==> config.mk <==
export PLATFORM = sky130hd
export DESIGN_NAME = lwscd_mem
export DESIGN_NICKNAME = d
export VERILOG_FILES = /design/src/hw/rtl/lwscd_pkg.sv /design/src/hw/rtl/lwscd_mem.sv
export SDC_FILE = /design/constraint.sdc
export NUM_CORES = 2
export LEC_CHECK = 0
export BUFFER_PORTS_ARGS = -buffer_cell sky130_fd_sc_hd__buf_4
export CAP_MARGIN = 20
export CORE_MARGIN = 3
export CORE_UTILIZATION = 52
export DETAILED_ROUTE_END_ITERATION = 10
export GPL_ROUTABILITY_DRIVEN = 0
export GPL_TIMING_DRIVEN = 0
export PLACE_DENSITY = 0.73
export RECOVER_POWER = 25
export SYNTH_ARGS = -nofsm -noshare
export SYNTH_HDL_FRONTEND = slang
export SYNTH_SLANG_ARGS = --single-unit
==> constraint.sdc <==
create_clock -name clk_i -period 16.77 [get_ports clk_i]
set_input_delay 2.5155 -clock clk_i [delete_from_list [all_inputs] [get_ports clk_i]]
set_output_delay 2.5155 -clock clk_i [all_outputs]
set_load 0.02 [all_outputs]
==> src/hw/rtl/lwscd_pkg.sv <==
// Package for the sector cache directory: function codes, controller states,
// directory entry and result record types. No dependencies.
`default_nettype none

package lwscd_pkg;

  localparam int unsigned ADDR_W  = 32;
  localparam int unsigned STAMP_W = 32;
  localparam int unsigned SLOT_W  = 6;
  localparam int unsigned FTOT_W  = 7;
  localparam int unsigned CNT_W   = 32;
  localparam int unsigned FUNC_W  = 3;

  typedef enum logic [FUNC_W-1:0] {
    FUNC_READ  = 3'd0,
    FUNC_WRITE = 3'd1,
    FUNC_MARK  = 3'd2,
    FUNC_SYNC  = 3'd3,
    FUNC_INVAL = 3'd4
  } func_e;

  typedef enum logic [2:0] {
    ST_IDLE,
    ST_SCAN,
    ST_COMMIT,
    ST_FL_ISSUE,
    ST_FL_WAIT
  } state_e;

  // One directory entry as held in the tag/stamp memory.
  typedef struct packed {
    logic [ADDR_W-1:0]  tag;
    logic [STAMP_W-1:0] stamp;
  } entry_t;

  // One result record.
  typedef struct packed {
    logic               hit;
    logic [SLOT_W-1:0]  slot;
    logic               wb;
    logic [ADDR_W-1:0]  wb_addr;
    logic               fill;
    logic [FTOT_W-1:0]  ftotal;
    logic [CNT_W-1:0]   hit_total;
    logic [CNT_W-1:0]   miss_total;
    logic               last;
  } res_t;

endpackage

`default_nettype wire

==> src/hw/rtl/lwscd_mem.sv <==
// Tag and use-stamp memory of the directory: one write port, one read port,
// registered read data. Depends on lwscd_pkg.
`default_nettype none

module lwscd_mem #(
  parameter int unsigned ENTRIES = 64
) (
  input  wire                          clk_i,
  input  wire                          we_i,
  input  wire [$clog2(ENTRIES)-1:0]    waddr_i,
  input  wire lwscd_pkg::entry_t       wdata_i,
  input  wire                          re_i,
  input  wire [$clog2(ENTRIES)-1:0]    raddr_i,
  output lwscd_pkg::entry_t            rdata_o
);
  import lwscd_pkg::*;

  entry_t mem [ENTRIES];
  entry_t rdata_q;

  always_ff @(posedge clk_i) begin
    if (we_i) begin
      mem[waddr_i] <= wdata_i;
    end
  end

  always_ff @(posedge clk_i) begin
    if (re_i) begin
      rdata_q <= mem[raddr_i];
    end
  end

  assign rdata_o = rdata_q;

endmodule

`default_nettype wire

# == Yosys cells after proc, flatten, opt, wreduce, memory -nomap -nowiden ==
# Memory sizes are Yosys's and may differ from the RTL's. A register that Yosys moved wholly into a read port is not among the register bits.
# Cells that the tools add are included.
# totals
mem_count,1
mem_bits_rw,4096
in_bits,79
register_bits,0
word_cells,3
# mem_list
memory,depth,width,read_ports,rd_clocked_by_memory_dff,write_ports,line,rtl
mem,64,64,1,1,1,lwscd_mem.sv:18,entry_t mem [ENTRIES];
# op_classes
mux,2
# ops
op,n
$mux W1,2

# == Longest topological paths before layout ==
# depth
ltp_word,2
ltp_mapped,9
ltp_nobuf,5

# == Worst setup path after synthesis ==
# No wires, ideal clock.
# synth_timing
path_kind,input -> register
start,in waddr_i[3]
end,"mem mem[48][0] (netlist name), enable pin"
path_slack_ps,8819
cell_stages,4
required_ps,16206
t_arrival_ps,7387
path_cell_list,clkbuf_1 nor2b_1 nand4b_1 nor3_1
# synth_lines
element,line,rtl
"start, declared",lwscd_mem.sv:10,"input wire [$clog2(ENTRIES)-1:0] waddr_i,"
"end, declared",lwscd_mem.sv:18,
# Straight into the memory's write port.

==> impl_metrics.csv <==
group,metric,value,unit
yosys,ys_ff_latch,4160,
yosys,yosysSeqAreaShare,79.6,%
power,leakagePower,56.0,nW
yosys,syn_avg_cell_area,23.8,µm²
cts,post_cts_buffers,0,
power,power_density,120,nW/µm²
setup_path,reg2reg_to,"rdata_o[6]$_DFFE_PP_",
setup_path,required,17300,ps
setup_path,worstSetupPathType,"in -> reg",
final_layout,postLayoutCoreUtil,60.0,%
detailed_routing,viasPerCell,6.72,
floorplanning,start_util,52.3,%
min_path,hold_depth,4,
timing,setup_viol,0,
final_layout,area_delta_synth_final,14.6,%
timing,rsz0062_at_grt,"no",
placed_design,hpwlAfterDp,273,mm
timing,hold_viol,0,
yosys,yosysMostFrequentCell,"edfxtp_1",
detailed_routing,drtIter0Drc,13000,
yosys,yosysTopAreaCell,"edfxtp_1",
yosys,synth.top_cell.area_share,79.6,%
yosys,syn_area,157000,µm²
global_routing,grt_first_pass_wirelength,598,mm
floorplanning,design.die.area,309000,µm²
yosys,synthTopCellsByArea,"edfxtp_1 (80%), mux4_2 (15%), mux2i_1 (0.86%)",
yosys,synthTopCellsByCount,"edfxtp_1 (4160), mux4_2 (1024), buf_2 (170)",
setup_path,crit_arrival,6790,ps
cts,numCtsBuffers,396,
global_routing,grt_pass1_vias,78700,
detailed_routing,postRouteAntennaNets,0,
setup_path,r2r_slack,13770,ps
final_layout,drive_above_1_share,28.5,%
detailed_routing,wl_per_cell,36.7,µm
global_routing,antenna_found_initial,31,
min_path,min_to,"rdata_o[50]$_DFFE_PP_",
run_status,violations,"capacitance limit, slew limit",
timing,fin_crit_sh,37.4,%
global_routing,grt_overflow,0,
setup_path,worstSetupStartpointType,"primary input",
timing,fmax,0.160,GHz
cts,h-tree-depth,5,
yosys,synth_fp_nets,6677,
floorplanning,core_area,300000,µm²
placed_design,post-place-ws,9880,ps
cts,cts-resized-gates,0,
floorplanning,ios,143,
timing,fin_setup_tns,0,ps
timing,finClkSkew,43.1,ps
setup_path,cp_num_buf_inv,5,
detailed_routing,remaining_drc_errors,0,
setup_path,r2r_start,"mem[60][6]$_DFFE_PP_",
setup_path,r2r_cells,5,
cts,cts_hold_buf,0,
cts,tritoncts,"done",
detailed_routing,drt-total-wl,427,mm
cts,cts_max_path_buffers,4,
detailed_routing,vias,78200,
cts,clock_latency,940,ps
detailed_routing,dr.pass1.iters,6,
yosys,synthArstFlopShare,0,%
global_routing,grt_usage,27.6,%
timing,fin_ws,10500,ps
floorplanning,fp.dieW,555,µm
cts,cts_sinks,4160,
setup_path,crit_path_max_fanout,10,
placed_design,port_buffers,134,
power,peakVddDrop,0.0000962,V
timing,layout_min_cycle_time,6270,ps
flow_run,maxCapViolCount,52,
yosys,synthFlopType,"edfxtp_1",
timing,tightest_slew,3450,ps
setup_path,worst_setup_path_end_kind,"register",
run_status,status,"finished, violations left",
timing,slew_headroom,-130,%
setup_path,crit_family,"buffers and inverters",
min_path,worstHoldPathType,"reg -> reg",
cts,clk_pin_slew,60,ps
yosys,synth.distinct_cells,32,
global_routing,grt_max_degree,65,
floorplanning,dieHeight,555,µm
setup_path,crit_chain,"buf_2 -> buf_4 -> buf_2 -> buf_2 -> buf_4 -> mux2i_1 -> o22ai_1 -> a31oi_1 -> a211oi_1",
timing,report.final.slew_viol_count,3336,
setup_path,crit_slowest_cell,"a211oi_1",
final_layout,final_net_count,7412,
power,power,21.6,mW
setup_path,crit_top_cell,"buf_2",
floorplanning,rows,201,
yosys,synthCells,6598,
setup_path,slowest_delay,1010,ps
yosys,synth_edf_count,4160,
yosys,yosys_warnings,0,
final_layout,nFillCells,19700,
min_path,hp-start,"mem[62][50]$_DFFE_PP_",
cts,cts_root_buf,"clkbuf_16",
## power breakdown
part | leakage (nW) | internal [mW] | switching, mW
clock network | 6.20 | 5.03 | 3.83
registers | 37.5 | 11.6 | 0.0235
logic | 12.3 | 0.377 | 0.763
total | 56.0 | 17.0 | 4.61
## cells by family (layout without fill, tap and decap cells)
family                 after synthesis  count (layout)  share of synthesized area [%]
AOI/OAI and AO/OA                  504             504                           2.47
and+or+nand+nor                    386             386                           1.23
buffers and inverters              389            1445                           1.18
muxes                             1159            1159                           15.6
DFF                               4160            4160                           79.6
other                                0              23                              0
## worst max-delay path by stage
stage,from,end,slack [ps],depth (start not counted)
floorplan,waddr_i[3],mem[48][0]$_DFFE_PP_,8820,4
global placement,waddr_i[3],mem[49][24]$_DFFE_PP_,2640,4
detailed placement,raddr_i[2],rdata_o[6]$_DFFE_PP_,9880,9
CTS,raddr_i[2],rdata_o[6]$_DFFE_PP_,10840,9
global route,raddr_i[2],rdata_o[6]$_DFFE_PP_,10840,9
finish,raddr_i[2],rdata_o[6]$_DFFE_PP_,10500,9
## area by class of cell
type / instances / area (µm²) / share of cell area, %
flip-flops and latches: 4160 / 125000 / 69.4
multi-input cells: 2049 / 30700 / 17.1
clock buffers: 471 / 10300 / 5.74
well taps: 3958 / 4950 / 2.75
repair buffers: 337 / 4700 / 2.61
clock inverters: 248 / 2420 / 1.34
plain buffers: 370 / 1780 / 0.990
inverters: 19 / 71.3 / 0.0396
diodes: 23 / 57.6 / 0.0320
## metal layers
metal | routed length [µm] | vias to the layer above | track usage [%] | part of all wire, %
li1 | - | 30100 | - | -
met1 | 147000 | 41100 | 36.7 | 34
met2 | 201000 | 5971 | 42.9 | 47
met3 | 54900 | 1079 | 7.38 | 13
met4 | 23600 | 18 | 13.0 | 5.5
met5 | 119 | - | 0 | 0.028
## metrics by stage
stage / std cells / cell area (µm²) / hold slack (ps)
after floorplan: 6598 / 157000 / 865
after global placement: 10700 / 163000 / 925
after detailed placement: 10900 / 167000 / 935
after CTS: 11600 / 180000 / 932
after global routing: 11600 / 180000 / 984
final: 11600 / 180000 / 913
## worst min-delay path, stage by stage, from the launching register on
cell      delay, ps
edfxtp_1        320
mux4_2          220
a22oi_1          70
nand3_1          80
and3_1          150
## flip-flops by register name (all words and copies together) (netlist names)
register and flops:
mem 4096, rdata_o 64
## cell usage in the layout (no fill, tap or decap), types with 58 or more instances in the layout
master,n
edfxtp_1,4160
mux4_2,1024
clkbuf_16,402
clkbuf_1,256
buf_2,171
a22oi_1,168
buf_12,157
mux2i_1,135
buf_4,130
a22o_1,88
clkinv_1,84
o22ai_1,83
clkinv_2,79
and3_1,64
a211oi_1,63
nor2_4,62
nand2_1,58
(Power assumes the default switching activity.)
