==> config.mk <==
export PLATFORM = sky130hd
export DESIGN_NAME = lwscd_outreg
export DESIGN_NICKNAME = d
export VERILOG_FILES = /design/src/hw/rtl/lwscd_pkg.sv /design/src/hw/rtl/lwscd_outreg.sv
export SDC_FILE = /design/constraint.sdc
export NUM_CORES = 1
export LEC_CHECK = 0
export BUFFER_PORTS_ARGS = -buffer_cell sky130_fd_sc_hd__buf_2
export CAP_MARGIN = 20
export CORE_ASPECT_RATIO = 1.75
export CORE_UTILIZATION = 41
export DETAILED_ROUTE_END_ITERATION = 7
export PLACE_DENSITY = 0.88
export SLEW_MARGIN = 30
export SYNTH_ARGS = -nofsm -noshare
export SYNTH_HDL_FRONTEND = slang
export SYNTH_SLANG_ARGS = --single-unit
export TNS_END_PERCENT = 10
==> constraint.sdc <==
create_clock -name clk_i -period 5.15 [get_ports clk_i]
set_input_delay 0.2575 -clock clk_i [delete_from_list [all_inputs] [get_ports clk_i]]
set_output_delay 0.2575 -clock clk_i [all_outputs]
set_load 0.1 [all_outputs]
==> src/hw/rtl/lwscd_pkg.sv <==
// Package for the sector cache directory: function codes, controller states,
// directory entry and result record types. No dependencies.
`default_nettype none

package lwscd_pkg;

  localparam int unsigned ADDR_W  = 32;
  localparam int unsigned STAMP_W = 32;
  localparam int unsigned SLOT_W  = 6;
  localparam int unsigned FTOT_W  = 7;
  localparam int unsigned CNT_W   = 32;
  localparam int unsigned FUNC_W  = 3;

  typedef enum logic [FUNC_W-1:0] {
    FUNC_READ  = 3'd0,
    FUNC_WRITE = 3'd1,
    FUNC_MARK  = 3'd2,
    FUNC_SYNC  = 3'd3,
    FUNC_INVAL = 3'd4
  } func_e;

  typedef enum logic [2:0] {
    ST_IDLE,
    ST_SCAN,
    ST_COMMIT,
    ST_FL_ISSUE,
    ST_FL_WAIT
  } state_e;

  // One directory entry as held in the tag/stamp memory.
  typedef struct packed {
    logic [ADDR_W-1:0]  tag;
    logic [STAMP_W-1:0] stamp;
  } entry_t;

  // One result record.
  typedef struct packed {
    logic               hit;
    logic [SLOT_W-1:0]  slot;
    logic               wb;
    logic [ADDR_W-1:0]  wb_addr;
    logic               fill;
    logic [FTOT_W-1:0]  ftotal;
    logic [CNT_W-1:0]   hit_total;
    logic [CNT_W-1:0]   miss_total;
    logic               last;
  } res_t;

endpackage

`default_nettype wire

==> src/hw/rtl/lwscd_outreg.sv <==
// Result holding register between the directory controller and the
// downstream receiver. Depends on lwscd_pkg.
`default_nettype none

module lwscd_outreg (
  input  wire                 clk_i,
  input  wire                 rst_ni,
  input  wire                 load_i,
  input  wire lwscd_pkg::res_t data_i,
  output logic                free_o,
  output logic                valid_o,
  input  wire                 stall_i,
  output lwscd_pkg::res_t     data_o
);
  import lwscd_pkg::*;

  logic valid_q, valid_d;
  res_t data_q;

  // Free when empty or when the held result transfers this cycle.
  assign free_o = !valid_q || !stall_i;

  always_comb begin
    valid_d = valid_q;
    if (free_o) begin
      valid_d = load_i;
    end
  end

  always_ff @(posedge clk_i or negedge rst_ni) begin
    if (!rst_ni) begin
      valid_q <= 1'b0;
    end else begin
      valid_q <= valid_d;
    end
  end

  always_ff @(posedge clk_i) begin
    if (free_o && load_i) begin
      data_q <= data_i;
    end
  end

  assign valid_o = valid_q;
  assign data_o  = data_q;

endmodule

`default_nettype wire

# After elaboration in Yosys (flattened, before gate mapping)
# Cells that the tools add are included.
[totals]
register_bits = 114
in_bits = 117
output_inout_bits = 115
word_cells = 14
[op_classes]
n_reduce_logical = 4
[ops]
columns = ["operator", "count"]
rows = [
  ["$logic_not 1->1", 2],
  ["$logic_and 1x1->1", 1],
  ["$logic_or 1x1->1", 1],
]

# Depth between registers and ports, before layout
# Gate-level depths: netlist of the first run.
[logic_depth]
depth_word = 3
depth_mapped = 1
mapped_depth_nobuf = 1

# Worst setup path after synthesis of the first run
# Ideal clock, no wire load.
[synth_path]
kind = "flip-flop to flip-flop"
from = "reg valid_q (netlist: valid_o)"
to = "reg data_q, in the netlist data_o[0], enable pin"
setup_time_ps = 510
arrival_ps = 3915
required_ps = 4640
setup_slack_ps = 724
stages_incl_launch_ff = 2
path_buffers = 0
synth_period_minus_slack_ps = 4426
cell_sequence = "dfrtp_1 -> a21boi_2"
[synth_between]
elab_chain_cells = 3
[synth_lines]
columns = ["element", "line_no", "source"]
rows = [
  ["start: declaration", "lwscd_outreg.sv:17", "logic valid_q, valid_d;"],
  ["start signal: assignment", "lwscd_outreg.sv:34", "valid_q <= valid_d;"],
  ["$logic_not 1->1", "lwscd_outreg.sv:21", "assign free_o = !valid_q || !stall_i;"],
  ["$logic_or 1x1->1", "lwscd_outreg.sv:21", ""],
  ["$logic_and 1x1->1", "lwscd_outreg.sv:39", "if (free_o && load_i) begin"],
  ["end signal: assignment", "lwscd_outreg.sv:40", "data_q <= data_i;"],
  ["end: declaration", "lwscd_outreg.sv:18", "res_t data_q;"],
]
# No other way between the ends.
# A chain may end at the register's enable or synchronous reset.

# Worst setup path after layout of the first run
[layout_path]
from = "reg valid_q (netlist: valid_o)"
to = "reg data_q, in the netlist data_o[105], enable pin"
# Same word-level chain as after synthesis.

==> out/qor.yml, run 1 <==
power_and_ir_drop:
  power.leakage_nw: 2.31
  power.density_nw_per_um2: 512
  max-vdd-ir-drop_v: 0.000347
routing:
  first_pass_iters: 8
  vias_per_cell: 4.51
  drc: 13
  first_iter_violations: 156
  vias: 2135
  wirelength_um: 7490
  wl_per_cell_um: 15.8
  ant_nets: 0
clock_tree:
  cts_max_path_buffers: 2
  cts_tree: "done"
  numCtsBuffers: 17
  post_cts_buffers: 0
  clk_pin_slew_worst_paths_ps: 50
  clock_latency_ps: 390
  root_buffer: "clkbuf_16"
  clock_sinks: 114
  cts-htree-levels: 4
worst_hold_path:
  min_to: "data_o[70]"
  hold_depth: 1
  hp-class: "primary input to flop"
  min_from: "data_i[70]"
sta:
  fin_tns_setup_ps: 0
  period_needed_ps: 2230
  finClkSkew_ps: 4.92
  fmax_mhz: 447
  post-route-period-util: 0.434
  hold_viol_final: 0
  worst_pin_slew_ps: 737
  rsz0062_at_grt: "no"
  maxSlewViolCount: 0
  final-setup-viol-count: 0
  hold_ws_ps: 37.4
  timing.slew.headroom: 0.509
  layout_setup_ws_ps: 2920
critical_path:
  cp_common_cell: "buf_4"
  arrival_ps: 2250
  cp_data_required_time_ps: 5170
  cp_cell_sequence: "a21boi_4, buf_4, buf_4"
  reg2regPathDepth: 3
  slowest_stage: "buf_4"
  end_kind: "flop"
  crit_type: "flop to flop"
  start_kind: "flop"
  max_stage_delay_ps: 700
  crit_fanout: 61
  r2r-end: "data_o[105]"
  rrSetupSlack_ps: 2920
  reg2reg_from: "valid_o"
floorplanning:
  die_w_um: 71.3
  die_area_um2: 8780
  design.core.area_um2: 8020
  row_count: 43
  die_h_um: 123
  floorplan.initialDensity: 0.429
  io-pin-count: 232
synthesis:
  ys_seq_elements: 114
  synthCells: 117
  ys_warn_count: 0
  synth_common_cells: "113 x edfxtp_1, 1 x a21boi_2, 1 x a21o_1, 1 x dfrtp_1, 1 x nand2_1"
  synthFlopType: "edfxtp_1"
  synth_area_um2: 3440
  synth.most_common_cell: "edfxtp_1"
  synth_area_per_cell_um2: 29.4
  yosysTopAreaCell: "edfxtp_1"
  synth.area.top_cells: "edfxtp_1 99%, dfrtp_1 0.73%, a21boi_2 0.33%"
  synth_seq_area_share: 0.993
  ys_async_sr_fraction: 0.00877
  synth_nets: 234
  synth-edff-count: 113
  yosysUniqueCellTypes: 5
  yosysTopAreaCellShare: 0.986
placed_design:
  place_area_um2: 4730
  gp_congestion: 0.738
  hpwl_um: 5460
  pre_cts_ws_ps: 2900
  portBuffers: 231
cells_and_area:
  drive_above_1_share: 0.681
  antennaDiodeCount: 0
  nets: 487
  fillers: 530
  areaGrowthSynthToFinish_pct: 55.2
  fin_area_um2: 5340
global_routing:
  busiest_layer: "met2"
  antenna_found_initial: 0
  grt_max_degree: 62
  grt-ovfl-total: 0
  grt_pass1_vias: 2095
  use_met3: 0.0766
  grtUsageMet1: 0.162
  grt_usage: 0.165
  use_met2: 0.277
  grt_pass1_wl_um: 10100
outcome:
  violations: "design-rule violations"
  outcome: "complete, but fails checks"
job:
  maxCapViolations: 0
[placed cells by master, fill, tap and decap left out]
cell,count
a21o_1,1
clkinv_2,4
clkbuf_1,2
dlygate4sd3_1,1
bufinv_16,4
edfxtp_1,113
buf_4,2
dfrtp_1,1
clkinv_1,3
nand2_1,1
clkbuf_16,17
clkinvlp_4,2
a21boi_4,1
buf_2,231
[routing by layer]
layer	share of wire	up-vias
li1	-	986
met1	0.33	993
met2	0.56	136
met3	0.081	20
met4	0.029	0
met5	0	-
[cell families after synthesis]
group,synth area share
flip-flops,0.993
AND/OR/NAND/NOR,0.00109
AO/OA/AOI/OAI,0.00546
[report_power, final]
part	total, mW	leakage, nW	switching, mW	internal [mW]
Clock	1.17	0.289	0.367	0.799
Combinational	0.471	0.939	0.407	0.0641
Sequential	1.10	1.09	0.0121	1.08
Total	2.73	2.31	0.785	1.95
[worst max-delay path: cells and delay by family, from the launching register on]
| family | cells | cell delay (ps) |
|---|---|---|
| flops | 1 | 420 |
| buf+inv | 2 | 1220 |
| compound gates | 1 | 160 |
[metrics by stage]
stage / util / instances / power [mW]
global placement: 0.590 / 440 / 1.58
floorplan: - / 117 / 1.49
global route: 0.666 / 473 / 2.81
finish: 0.666 / 473 / 2.73
detailed placement: 0.590 / 440 / 1.59
CTS: 0.666 / 473 / 2.75
[final cells by class]
type / count / area, um^2 / share of cell area
Clock buffer: 19 / 433 / 0.0810
Multi-Input combinational cell: 3 / 30.0 / 0.00562
Timing Repair Buffer: 234 / 1180 / 0.221
Clock inverter: 13 / 166 / 0.0312
Tap cell: 90 / 113 / 0.0211
Sequential cell: 114 / 3420 / 0.640
[flip-flops by register name, summed over array words and instances (netlist names)]
register  cells
data_o      113
valid_o       1
[what timing repair did]
item / CTS / global route
hold endpoints to repair: 1 / 0
hold buffers: 1 / 0
gates resized for setup: 0 / 0
[worst max-delay path by stage]
stage,to,slack [ps],startpoint,depth (start not counted)
2_1_floorplan,data_o[0],720,valid_o,1
3_3_place_gp,data_o[93],2990,valid_o,3
3_5_place_dp,data_o[45],2900,valid_o,3
4_1_cts,data_o[46],2900,valid_o,3
5_1_grt,data_o[10],2790,valid_o,3
6_report,data_o[105],2920,valid_o,3
(Power assumes the default switching activity.)
==> run 2, diff against run 1 <==
- clock period: 5.15 -> 2.2 ns (I/O delays scaled with it)
==> run 2 against run 1 <==
Net effect:
- the run now fails in clock tree synthesis
- synthesized area did not move
- synthesized cell count unchanged
==> out/qor.yml, run 2 <==
clock_tree:
  post_cts_buffers: 0  # unchanged
  numCtsBuffers: 17  # unchanged
  cts_resized: 0  # unchanged
  hold_buffers: 101  # +100
  cts-htree-levels: 4  # unchanged
  clock_sinks: 114  # unchanged
  root_buffer: "clkbuf_16"
  cts_max_path_buffers: 2  # unchanged
floorplanning:
  io-pin-count: 232  # unchanged
  die_w_um: 71.3  # unchanged
  die_h_um: 123  # unchanged
  row_count: 43  # unchanged
  floorplan.initialDensity: 0.429  # unchanged
synthesis:
  synth_common_cells: "113 x edfxtp_1, 1 x a21boi_2, 1 x a21o_1, 1 x dfrtp_1, 1 x nand2_1"
  yosysUniqueCellTypes: 5  # unchanged
  synth_nets: 234  # unchanged
  synth_seq_area_share: 0.993  # unchanged
  ys_async_sr_fraction: 0.00877  # unchanged
  synth_area_um2: 3440  # unchanged
  ys_warn_count: 0  # unchanged
  ys_seq_elements: 114  # unchanged
  synth_area_per_cell_um2: 29.4  # unchanged
  yosysTopAreaCellShare: 0.986  # unchanged
  yosysTopAreaCell: "edfxtp_1"
  synth.area.top_cells: "edfxtp_1 99%, dfrtp_1 0.73%, a21boi_2 0.33%"
  synthFlopType: "edfxtp_1"
  synth-edff-count: 113  # unchanged
  synth.most_common_cell: "edfxtp_1"
  synthCells: 117  # unchanged
placed_design:
  dp.cells: 440  # unchanged
  gp_congestion: 0.693  # -6.2%
  portBuffers: 231  # unchanged
  hpwl_um: 5760  # +5.5%
outcome:
  outcome: "aborted with a tool error"
  haltStage: "clock tree synthesis"
  error: "[ERROR RSZ-0060] Max buffer count reached."
run 2: cell counts after synthesis:
Identical to the previous run, type by type.
run 2: logic make-up after synthesis:
logic type / synth area share
flops: 0.993
compound gates: 0.00546
simple gates: 0.00109
run 2: stage by stage:
| stage | setup slack (ps) | cell area, um^2 |
|---|---|---|
| after floorplan | -872 | 3450 |
| after global placement | 697 | 4750 |
| after detailed placement | 632 | 4750 |
==> run 3, diff against run 2 <==
- CORE_ASPECT_RATIO: 1.75 -> not set
- CORE_UTILIZATION: 41 -> 38
- PLACE_DENSITY: 0.88 -> not set
- PLACE_DENSITY_LB_ADDON: not set -> 0.15
==> run 3 against run 2 <==
Net effect:
- the flow again stops in clock tree synthesis
- synthesized cell count stayed put
- synthesized area stayed put
==> out/qor.yml, run 3 <==
synthesis:
  synth_nets: 234  # unchanged
  synthFlopType: "edfxtp_1"
  ys_warn_count: 0  # unchanged
  synth-edff-count: 113  # unchanged
  synthCells: 117  # unchanged
  ys_async_sr_fraction: 0.00877  # unchanged
  synth_area_um2: 3440  # unchanged
  synth.area.top_cells: "edfxtp_1 99%, dfrtp_1 0.73%, a21boi_2 0.33%"
  yosysTopAreaCellShare: 0.986  # unchanged
  ys_seq_elements: 114  # unchanged
  synth_seq_area_share: 0.993  # unchanged
  synth.most_common_cell: "edfxtp_1"
  yosysTopAreaCell: "edfxtp_1"
  yosysUniqueCellTypes: 5  # unchanged
  synth_area_per_cell_um2: 29.4  # unchanged
  synth_common_cells: "113 x edfxtp_1, 1 x a21boi_2, 1 x a21o_1, 1 x dfrtp_1, 1 x nand2_1"
clock_tree:
  hold_buffers: 101  # unchanged
  clock_sinks: 114  # unchanged
  post_cts_buffers: 0  # unchanged
  cts_max_path_buffers: 2  # unchanged
  cts-htree-levels: 4  # unchanged
  numCtsBuffers: 17  # unchanged
  root_buffer: "clkbuf_8"
  cts_resized: 0  # unchanged
outcome:
  outcome: "aborted with a tool error"
  error: "[ERROR RSZ-0060] Max buffer count reached."
  haltStage: "clock tree synthesis"
placed_design:
  pre_cts_ws_ps: 804  # +171 ps
  dp.cells: 458  # +4.1%
  gp_congestion: 0.678  # -2.2%
  portBuffers: 231  # unchanged
floorplanning:
  floorplan.initialDensity: 0.393  # -0.0366
  row_count: 34  # -21%
  die_w_um: 97.2  # +36%
  die_h_um: 97.2  # -21%
  io-pin-count: 232  # unchanged
==> run 3: per-stage QoR <==
stage	area, um^2	TNS [ps]
3_5_place_dp	4780	0
3_3_place_gp	4780	0
2_1_floorplan	3450	-98490
==> run 3: logic make-up after synthesis <==
kind of cell | count (synthesis) | share of synthesized area
AND/OR/NAND/NOR | 1 | 0.00109
flip-flops | 114 | 0.993
AO/OA/AOI/OAI | 2 | 0.00546
